$ cat src/rtl/tfg_pkg.sv
// Shared constants, codes and types of the tile fog grid engine.
package tfg_pkg;

    localparam int GRID_SIZE_DEF = 64;
    localparam int CELLS_DEF     = GRID_SIZE_DEF * GRID_SIZE_DEF;
    localparam int ADDR_W_DEF    = $clog2(CELLS_DEF);

    localparam logic [14:0] RATIO_MIN   = 15'd333;
    localparam logic [14:0] RATIO_MAX   = 15'd25600;
    localparam logic [7:0]  FOG_RESET   = 8'd255;
    localparam logic [14:0] RATIO_RESET = 15'd512;

    localparam logic [1:0] OP_STAMP  = 2'd0;
    localparam logic [1:0] OP_FILL   = 2'd1;
    localparam logic [1:0] OP_QUERY  = 2'd2;
    localparam logic [1:0] OP_SOFTEN = 2'd3;

    localparam logic CFG_FOG_ALPHA  = 1'b0;
    localparam logic CFG_FADE_RATIO = 1'b1;

    typedef struct packed {
        logic        start;
        logic [7:0]  num;
        logic [14:0] den;
    } t_div_req;

    typedef struct packed {
        logic       done;
        logic [7:0] quot;
    } t_div_rsp;

endpackage

$ cat src/rtl/tfg_div.sv
// Restoring divider, one quotient bit per cycle, for (num * 256) / den with num < den.
module tfg_div (
    input  logic              i_clk,
    input  logic              i_rst_n,
    input  tfg_pkg::t_div_req i_req,
    output tfg_pkg::t_div_rsp o_rsp
);

    logic        r_busy;
    logic        r_done;
    logic [2:0]  r_cnt;
    logic [14:0] r_rem;
    logic [7:0]  r_q;
    logic [14:0] r_den;
    logic [15:0] trial;
    logic        fits;

    // The partial remainder stays below the divisor, so 15 bits carry it.
    assign trial = {r_rem, 1'b0};
    assign fits  = trial >= 16'(r_den);

    always_ff @(posedge i_clk) begin
        if (!i_rst_n) begin
            r_busy <= 1'b0;
            r_done <= 1'b0;
            r_cnt  <= '0;
        end else begin
            r_done <= 1'b0;
            if (i_req.start) begin
                r_busy <= 1'b1;
                r_cnt  <= '0;
            end else if (r_busy) begin
                r_cnt <= r_cnt + 3'd1;
                if (r_cnt == 3'd7) begin
                    r_busy <= 1'b0;
                    r_done <= 1'b1;
                end
            end
        end
    end

    always_ff @(posedge i_clk) begin
        if (i_req.start) begin
            r_rem <= 15'(i_req.num);
            r_den <= i_req.den;
            r_q   <= '0;
        end else if (r_busy) begin
            r_rem <= fits ? 15'(trial - 16'(r_den)) : trial[14:0];
            r_q   <= {r_q[6:0], fits};
        end
    end

    assign o_rsp.done = r_done;
    assign o_rsp.quot = r_q;

endmodule

$ cat config.mk
export PLATFORM = sky130hd
export DESIGN_NAME = tfg_div
export DESIGN_NICKNAME = d
export VERILOG_FILES = /design/src/rtl/tfg_pkg.sv /design/src/rtl/tfg_div.sv
export SDC_FILE = /design/constraint.sdc
export NUM_CORES = 1
export LEC_CHECK = 0
export BUFFER_PORTS_ARGS = -buffer_cell sky130_fd_sc_hd__buf_2
export CAP_MARGIN = 20
export CORE_UTILIZATION = 35
export DETAILED_ROUTE_END_ITERATION = 12
export GPL_TIMING_DRIVEN = 1
export PLACE_DENSITY = 0.55
export SYNTH_ARGS = -nofsm -noshare
export SYNTH_HDL_FRONTEND = slang
export SYNTH_SLANG_ARGS = --single-unit
$ cat constraint.sdc
create_clock -name i_clk -period 6.2 [get_ports i_clk]
set_clock_uncertainty 0.05 [all_clocks]
set_input_delay 0.62 -clock i_clk [delete_from_list [all_inputs] [get_ports i_clk]]
set_output_delay 0.62 -clock i_clk [all_outputs]
set_load 0.1 [all_outputs]
==> flow_metrics.env, run 1 <==
export IMPL_syn_inst=246
export IMPL_synth_nets=290
export IMPL_ys_seq_area_frac=0.442
export IMPL_yosys_warnings=0
export IMPL_grt_overflow_total=0
export IMPL_fmax_mhz=370
export IMPL_drt_met1_wl_mm=2.64
export IMPL_layout_drive_gt1_share=0.180
export IMPL_crit_chain="ha_1 -> nand4_1 -> a211oi_2 -> a211oi_2 -> o21ai_4 -> nor3b_1 -> a221o_1"
export IMPL_peakVddDrop_mv=0.134
export IMPL_globalplace_congestion=0.831
export IMPL_dp_hpwl_mm=3.50
export IMPL_synth_edf_count=23
export IMPL_min_path_type="in -> reg"
export IMPL_initialDrtViolationCount=95
export IMPL_slew_viol_final=0
export IMPL_cp_required_ns=6.21
export IMPL_ys_ff_latch=43
export IMPL_finalSetupViolations=0
export IMPL_port_buffers=34
export IMPL_powerDensity_mw_per_mm2=273
export IMPL_maxUsedRoutingLayer="met4"
export IMPL_netSwitchingFraction=0.342
export IMPL_start_util=0.363
export IMPL_grt_first_pass_wirelength_mm=8.21
export IMPL_p_int_uw=503
export IMPL_post_route_period_util=0.436
export IMPL_ant_nets=0
export IMPL_p_switching_uw=262
export IMPL_whs_ns=0.427
export IMPL_fin_crit_ns=2.71
export IMPL_drv_cap=0
export IMPL_avgSynthCellArea_sq_um=10.0
export IMPL_drtPass1Iterations=4
export IMPL_diodes=0
export IMPL_worstSetupStartpointType="flop"
export IMPL_arrival_ns=2.72
export IMPL_die_area_sq_mm=0.00739
export IMPL_placed_cells=366
export IMPL_coreArea_sq_mm=0.00679
export IMPL_fin_cells=374
export IMPL_multi_input_area_sq_mm=0.00126
export IMPL_seq_area_sq_mm=0.00109
export IMPL_areaGrowthSynthToFinish_pct=13.6
export IMPL_clkTransAtPathRegs_ns=0.10
export IMPL_route_met3_wl_microns=163
export IMPL_root_buffer="clkbuf_8"
export IMPL_avgRoutedWirePerCell_microns=13.3
export IMPL_grt_max_degree=55
export IMPL_hold_viol_final=0
export IMPL_critPathMaxFanout=25
export IMPL_track_usage=0.143
export IMPL_cts_max_path_buffers=2
export IMPL_synth_area_sq_mm=0.00247
export IMPL_comb_power_share=0.302
export IMPL_nNetsFinal=321
export IMPL_h_tree_depth=2
export IMPL_cts_tree="built"
export IMPL_antenna_found_initial=0
export IMPL_chipHeight_microns=86.0
export IMPL_netlist_cell_type_count=41
export IMPL_dr_wl_met2_mm=2.08
export IMPL_boundaryPins=35
export IMPL_clkSinkCount=43
export IMPL_fillers=688
export IMPL_hold_buffers=0
export IMPL_status="finished clean"
export IMPL_clk_latency_ns=0.31
export IMPL_crit_path_frequent_cell="a211oi_2"
export IMPL_grt_pass1_vias=1637
export IMPL_cpPeakStageDelay_ns=0.62
export IMPL_dominantRegCellSynth="edfxtp_1"
export IMPL_die_w_microns=86.0
export IMPL_cts_resized=0
export IMPL_slew_headroom=0.321
export IMPL_post_drt_via_cell_ratio=4.97
export IMPL_row_count=30
export IMPL_cp_end_kind="flop"
export IMPL_seqPwrFrac=0.442
export IMPL_worst_path_max_delay_cell="o21ai_4"
export IMPL_rsz0062_at_grt="false"
export IMPL_postCtsSetupBuffers=0
export IMPL_drc_errors=0
export IMPL_wl_mm=4.99
export IMPL_async_reset_ff_frac=0
export IMPL_power_leakage_uw=0.00121
export IMPL_p_clk_frac=0.256
export IMPL_vias=1860
export IMPL_cts_buffers=5
export IMPL_fin_setup_tns_ns=0
export IMPL_tightest_slew_ns=1.02
export IMPL_crit_type="reg -> reg"
power groups by stage:
stage | Clock (uW) | Combinational (uW) | Sequential (uW)
4_1_cts | 202 | 232 | 338
2_1_floorplan | 0 | 180 | 345
5_1_grt | 215 | 257 | 341
3_3_place_gp | 0 | 229 | 344
6_report | 195 | 231 | 338
3_5_place_dp | 0 | 230 | 344
placed cells by master, fill, tap and decap left out, types with 7 or more instances in the layout:
master    count
mux2i_1      16
nand2_1      16
o21ai_0       7
nor2_1       30
edfxtp_1     23
inv_1        17
ha_1         17
a21oi_1      15
xor2_1        7
dfxtp_1      20
buf_2        34
path summary, 6_finish.rpt:
kind | from | to | slack, ns | cells past startpoint
max | r_rem[6] | r_rem[4] | 3.49 | 7
max reg2reg | r_rem[6] | r_rem[4] | 3.49 | 7
min | i_req[13] | r_den[13] | 0.43 | 1
min reg2reg | r_rem[12] | r_rem[12] | 0.44 | 2
cell usage after synthesis, types with 2 or more instances:
master,count,area (sq um)
ha_1,17,213
a21oi_1,15,75.1
o21ai_0,7,35.0
nor2_1,30,113
nor3b_1,6,45.0
o211ai_1,4,30.0
and3_1,2,12.5
buf_1,2,7.51
a31o_2,2,17.5
nor3_1,2,10.0
nand4_1,3,18.8
xor2_1,7,61.3
xnor2_1,6,52.6
o21ai_1,2,10.0
nand2b_1,5,31.3
nor2b_1,2,12.5
a21o_1,5,37.5
a221o_1,6,60.1
inv_1,17,63.8
edfxtp_1,23,691
a211oi_1,3,22.5
mux2i_1,16,160
dfxtp_1,20,400
nand2_1,16,60.1
a211oi_2,3,37.5
o31ai_1,4,30.0
nand3_1,2,10.0
buf_2,3,15.0
clkbuf_1,4,15.0
metrics by stage:
step	setup WS (ns)	util	cell area [sq um]	total power (uW)
after floorplan	3.83	-	2470	524
after global placement	3.56	0.399	2710	573
after detailed placement	3.52	0.399	2710	574
after CTS	3.48	0.413	2810	772
after global routing	3.31	0.413	2810	813
final	3.49	0.413	2810	765
layout make-up:
class                      count  area share
clock buffer                   5      0.0245
clock inverter                 3     0.00937
inverter                      17      0.0227
multi-input combinational    175       0.448
sequential                    43       0.389
tap                           96      0.0428
timing repair buffer          35      0.0633
worst max-delay path: cells and delay by family (launching register included):
kind            cells  cell delay, ns
simple gates        2            0.28
fa+ha+maj           1            0.42
compound gates      4            1.27
flops               1            0.43
registers in the layout, indices dropped and copies added, names as in the netlist:
name,count
r_busy,1
r_cnt,3
r_den,15
r_rem,15
r_q,8
r_done,1
routing by layer:
| layer | vias up | GRT usage |
|---|---|---|
| met4 | 0 | 0.0545 |
| met5 | - | 0 |
| met2 | 41 | 0.196 |
| li1 | 950 | - |
| met3 | 8 | 0.0298 |
| met1 | 861 | 0.217 |
logic make-up (layout without fill, tap and decap cells):
| family | count (synthesis) | count (layout) | share of synthesized area |
|---|---|---|---|
| and+or+nand+nor | 69 | 69 | 0.129 |
| AOI/OAI and AO/OA | 59 | 59 | 0.175 |
| DFF | 43 | 43 | 0.442 |
| buffers and inverters | 28 | 60 | 0.0487 |
| adders and majority gates | 18 | 18 | 0.0943 |
| muxes | 16 | 16 | 0.0649 |
| xor gates and xnor gates | 13 | 13 | 0.0461 |
(Power assumes the default switching activity.)
==> run 2: changes to the inputs <==
--- a/config.mk
+++ b/config.mk
@@ -5,6 +5,7 @@
 export SDC_FILE = /design/constraint.sdc
 export NUM_CORES = 1
 export LEC_CHECK = 0
+export ABC_AREA = 1
 export BUFFER_PORTS_ARGS = -buffer_cell sky130_fd_sc_hd__buf_2
 export CAP_MARGIN = 20
 export CORE_UTILIZATION = 35
==> constraint.sdc (replaced) <==
create_clock -name i_clk -period 2.5 [get_ports i_clk]
set_clock_uncertainty 0.05 [all_clocks]
set_input_delay 0.25 -clock i_clk [delete_from_list [all_inputs] [get_ports i_clk]]
set_output_delay 0.25 -clock i_clk [all_outputs]
set_load 0.1 [all_outputs]
==> flow_metrics.env, run 2 <==
export IMPL_fmax_mhz=455
export IMPL_netlist_cell_type_count=33
export IMPL_grt_overflow_total=0
export IMPL_drtPass1Iterations=4
export IMPL_yosys_warnings=0
export IMPL_post_drt_via_cell_ratio=4.57
export IMPL_syn_inst=325
export IMPL_async_reset_ff_frac=0
export IMPL_powerDensity_mw_per_mm2=596
export IMPL_drc_errors=0
export IMPL_synthTopCellsByArea="edfxtp_1 27%, dfxtp_1 16%, nand2_1 15%, ha_1 8.3%, inv_1 7.4%"
export IMPL_cts_resized=0
export IMPL_die_area_sq_mm=0.00762
export IMPL_chipHeight_microns=87.3
export IMPL_p_switching_uw=538
export IMPL_cts_tree="built"
export IMPL_worstSetupStartpointType="flop"
export IMPL_hold_buffers=0
export IMPL_cts_buffers=5
export IMPL_critPathMaxFanout=23
export IMPL_p_clk_frac=0.299
export IMPL_dominantRegCellSynth="edfxtp_1"
export IMPL_vias=2104
export IMPL_tightest_slew_ns=0.514
export IMPL_reg_top3="r_den (15), r_rem (15), r_q (8)"
export IMPL_post_route_period_util=0.879
export IMPL_use_met2=0.250
export IMPL_min_path_type="in -> reg"
export IMPL_nNetsFinal=407
export IMPL_track_usage=0.159
export IMPL_die_w_microns=87.3
export IMPL_layout_commonest_cell="nand2_1"
export IMPL_cp_end_kind="flop"
export IMPL_netSwitchingFraction=0.309
export IMPL_yosysMostFrequentCell="nand2_1"
export IMPL_root_buffer="clkbuf_8"
export IMPL_peakVddDrop_mv=0.283
export IMPL_netlist_area_leader_share=0.271
export IMPL_avgRoutedWirePerCell_microns=11.7
export IMPL_layout_drive_gt1_share=0.148
export IMPL_grt_use_met3=0.0341
export IMPL_rsz0062_at_grt="false"
export IMPL_initialDrtViolationCount=78
export IMPL_grt_max_degree=24
export IMPL_synth_area_sq_mm=0.00255
export IMPL_hold_viol_final=0
export IMPL_clkSinkCount=43
export IMPL_crit_type="reg -> reg"
export IMPL_comb_power_share=0.234
export IMPL_dp_slack_ns=0.311
export IMPL_synth_nets=369
export IMPL_grt_first_pass_wirelength_mm=9.44
export IMPL_seqPwrFrac=0.468
export IMPL_dp_hpwl_mm=4.11
export IMPL_gr_max_usage_layer="met2"
export IMPL_wl_mm=5.38
export IMPL_layout_setup_ws_ns=0.303
export IMPL_drv_cap=0
export IMPL_port_buffers=34
export IMPL_ys_ff_latch=43
export IMPL_postCtsSetupBuffers=0
export IMPL_boundaryPins=35
export IMPL_power_leakage_uw=0.00145
export IMPL_crit_start="r_rem[5]"
export IMPL_avgSynthCellArea_sq_um=7.84
export IMPL_min_from="i_req[3]"
export IMPL_netlist_top_cells_count="99 x nand2_1, 50 x inv_1, 27 x nor2_1"
export IMPL_mostFrequentLayoutCells="99 x nand2_1, 50 x inv_1, 34 x buf_2, 27 x nor2_1, 23 x edfxtp_1"
export IMPL_fin_setup_tns_ns=0
export IMPL_arrival_ns=2.21
export IMPL_globalplace_congestion=0.834
export IMPL_cts_max_path_buffers=2
export IMPL_coreArea_sq_mm=0.00691
export IMPL_clk_latency_ns=0.30
export IMPL_clkTransAtPathRegs_ns=0.09
export IMPL_total_power_uw=1740
export IMPL_timing_rr_start="r_rem[5]"
export IMPL_slew_headroom=0.656
export IMPL_finalSetupViolations=0
export IMPL_diodes=0
export IMPL_grt_pass1_vias=2085
export IMPL_row_count=30
export IMPL_start_util=0.369
export IMPL_synth_edf_count=23
export IMPL_grt_use_met1=0.217
export IMPL_cp_required_ns=2.51
export IMPL_ant_nets=0
export IMPL_antenna_found_initial=0
export IMPL_status="finished clean"
export IMPL_areaGrowthSynthToFinish_pct=14.8
export IMPL_p_int_uw=1200
export IMPL_slew_viol_final=0
export IMPL_h_tree_depth=2
export IMPL_ys_seq_area_frac=0.428
export IMPL_fin_crit_ns=2.20
export IMPL_synth_top_area_cell="edfxtp_1"
==> run 2: cell count changes in the layout (fill, tap and decap cells not counted), sizes merged, moves of 6 or more <==
cell    before  now
a211oi       6    0
a221o        6    0
inv         19   51
mux2i       16    0
nand2       16  103
nand3        2   16
nor3b        6    0
o21ai       10   17
==> run 2: worst paths after layout <==
check,to,slack (ns),depth (start not counted)
setup reg to reg,r_rem[4],0.30,10
setup / recovery,r_rem[4],0.30,10
hold reg to reg,r_q[7],0.42,2
hold / removal,r_den[3],0.06,1
==> run 2: per-stage QoR <==
step | area [sq um] | instances | hold slack (ns) | util
2_1_floorplan | 2550 | 325 | 0.299 | -
3_3_place_gp | 2820 | 452 | 0.376 | 0.408
3_5_place_dp | 2820 | 452 | 0.378 | 0.408
4_1_cts | 2920 | 460 | 0.0603 | 0.423
5_1_grt | 2920 | 460 | 0.0584 | 0.423
6_report | 2920 | 460 | 0.0644 | 0.423
==> run 2: worst max-delay path: stages, from the launching register on <==
cell      delay, ns
edfxtp_1       0.44
ha_1           0.38
nand2_1        0.11
nor2_1         0.15
nand3_1        0.11
nand3_1        0.13
nand2_2        0.11
nand2_4        0.24
nand2_1        0.09
o21ai_1        0.09
o21ai_1        0.07
==> run 2: cell families after synthesis <==
kind of cell / Yosys count / synth area share
adders and majority gates: 18 / 0.0914
xor gates and xnor gates: 7 / 0.0241
AOI/OAI and AO/OA: 41 / 0.100
DFF: 43 / 0.428
and+or+nand+nor: 158 / 0.263
buffers and inverters: 58 / 0.0933
==> run 2: final cells by class <==
| class | instances | area [sq um] |
|---|---|---|
| Tap cell | 96 | 120 |
| Fill cell | 729 | 3980 |
| Timing Repair Buffer | 37 | 193 |
| Sequential cell | 43 | 1090 |
| Clock inverter | 2 | 12.5 |
| Inverter | 52 | 195 |
| Multi-Input combinational cell | 224 | 1220 |
| Clock buffer | 6 | 93.8 |
==> run 2: layer usage <==
layer  part of all wire  wire, microns
met4              0.018             96
met3              0.057            308
met1               0.49           2650
met5                  0              0
met2               0.43           2320
==> run 2: power by group through the flow <==
stage / registers, uW / clock network (uW) / logic [uW]
2_1_floorplan: 825 / 0 / 310
3_3_place_gp: 831 / 0 / 405
3_5_place_dp: 831 / 0 / 405
4_1_cts: 815 / 533 / 409
5_1_grt: 820 / 567 / 469
6_report: 815 / 520 / 407
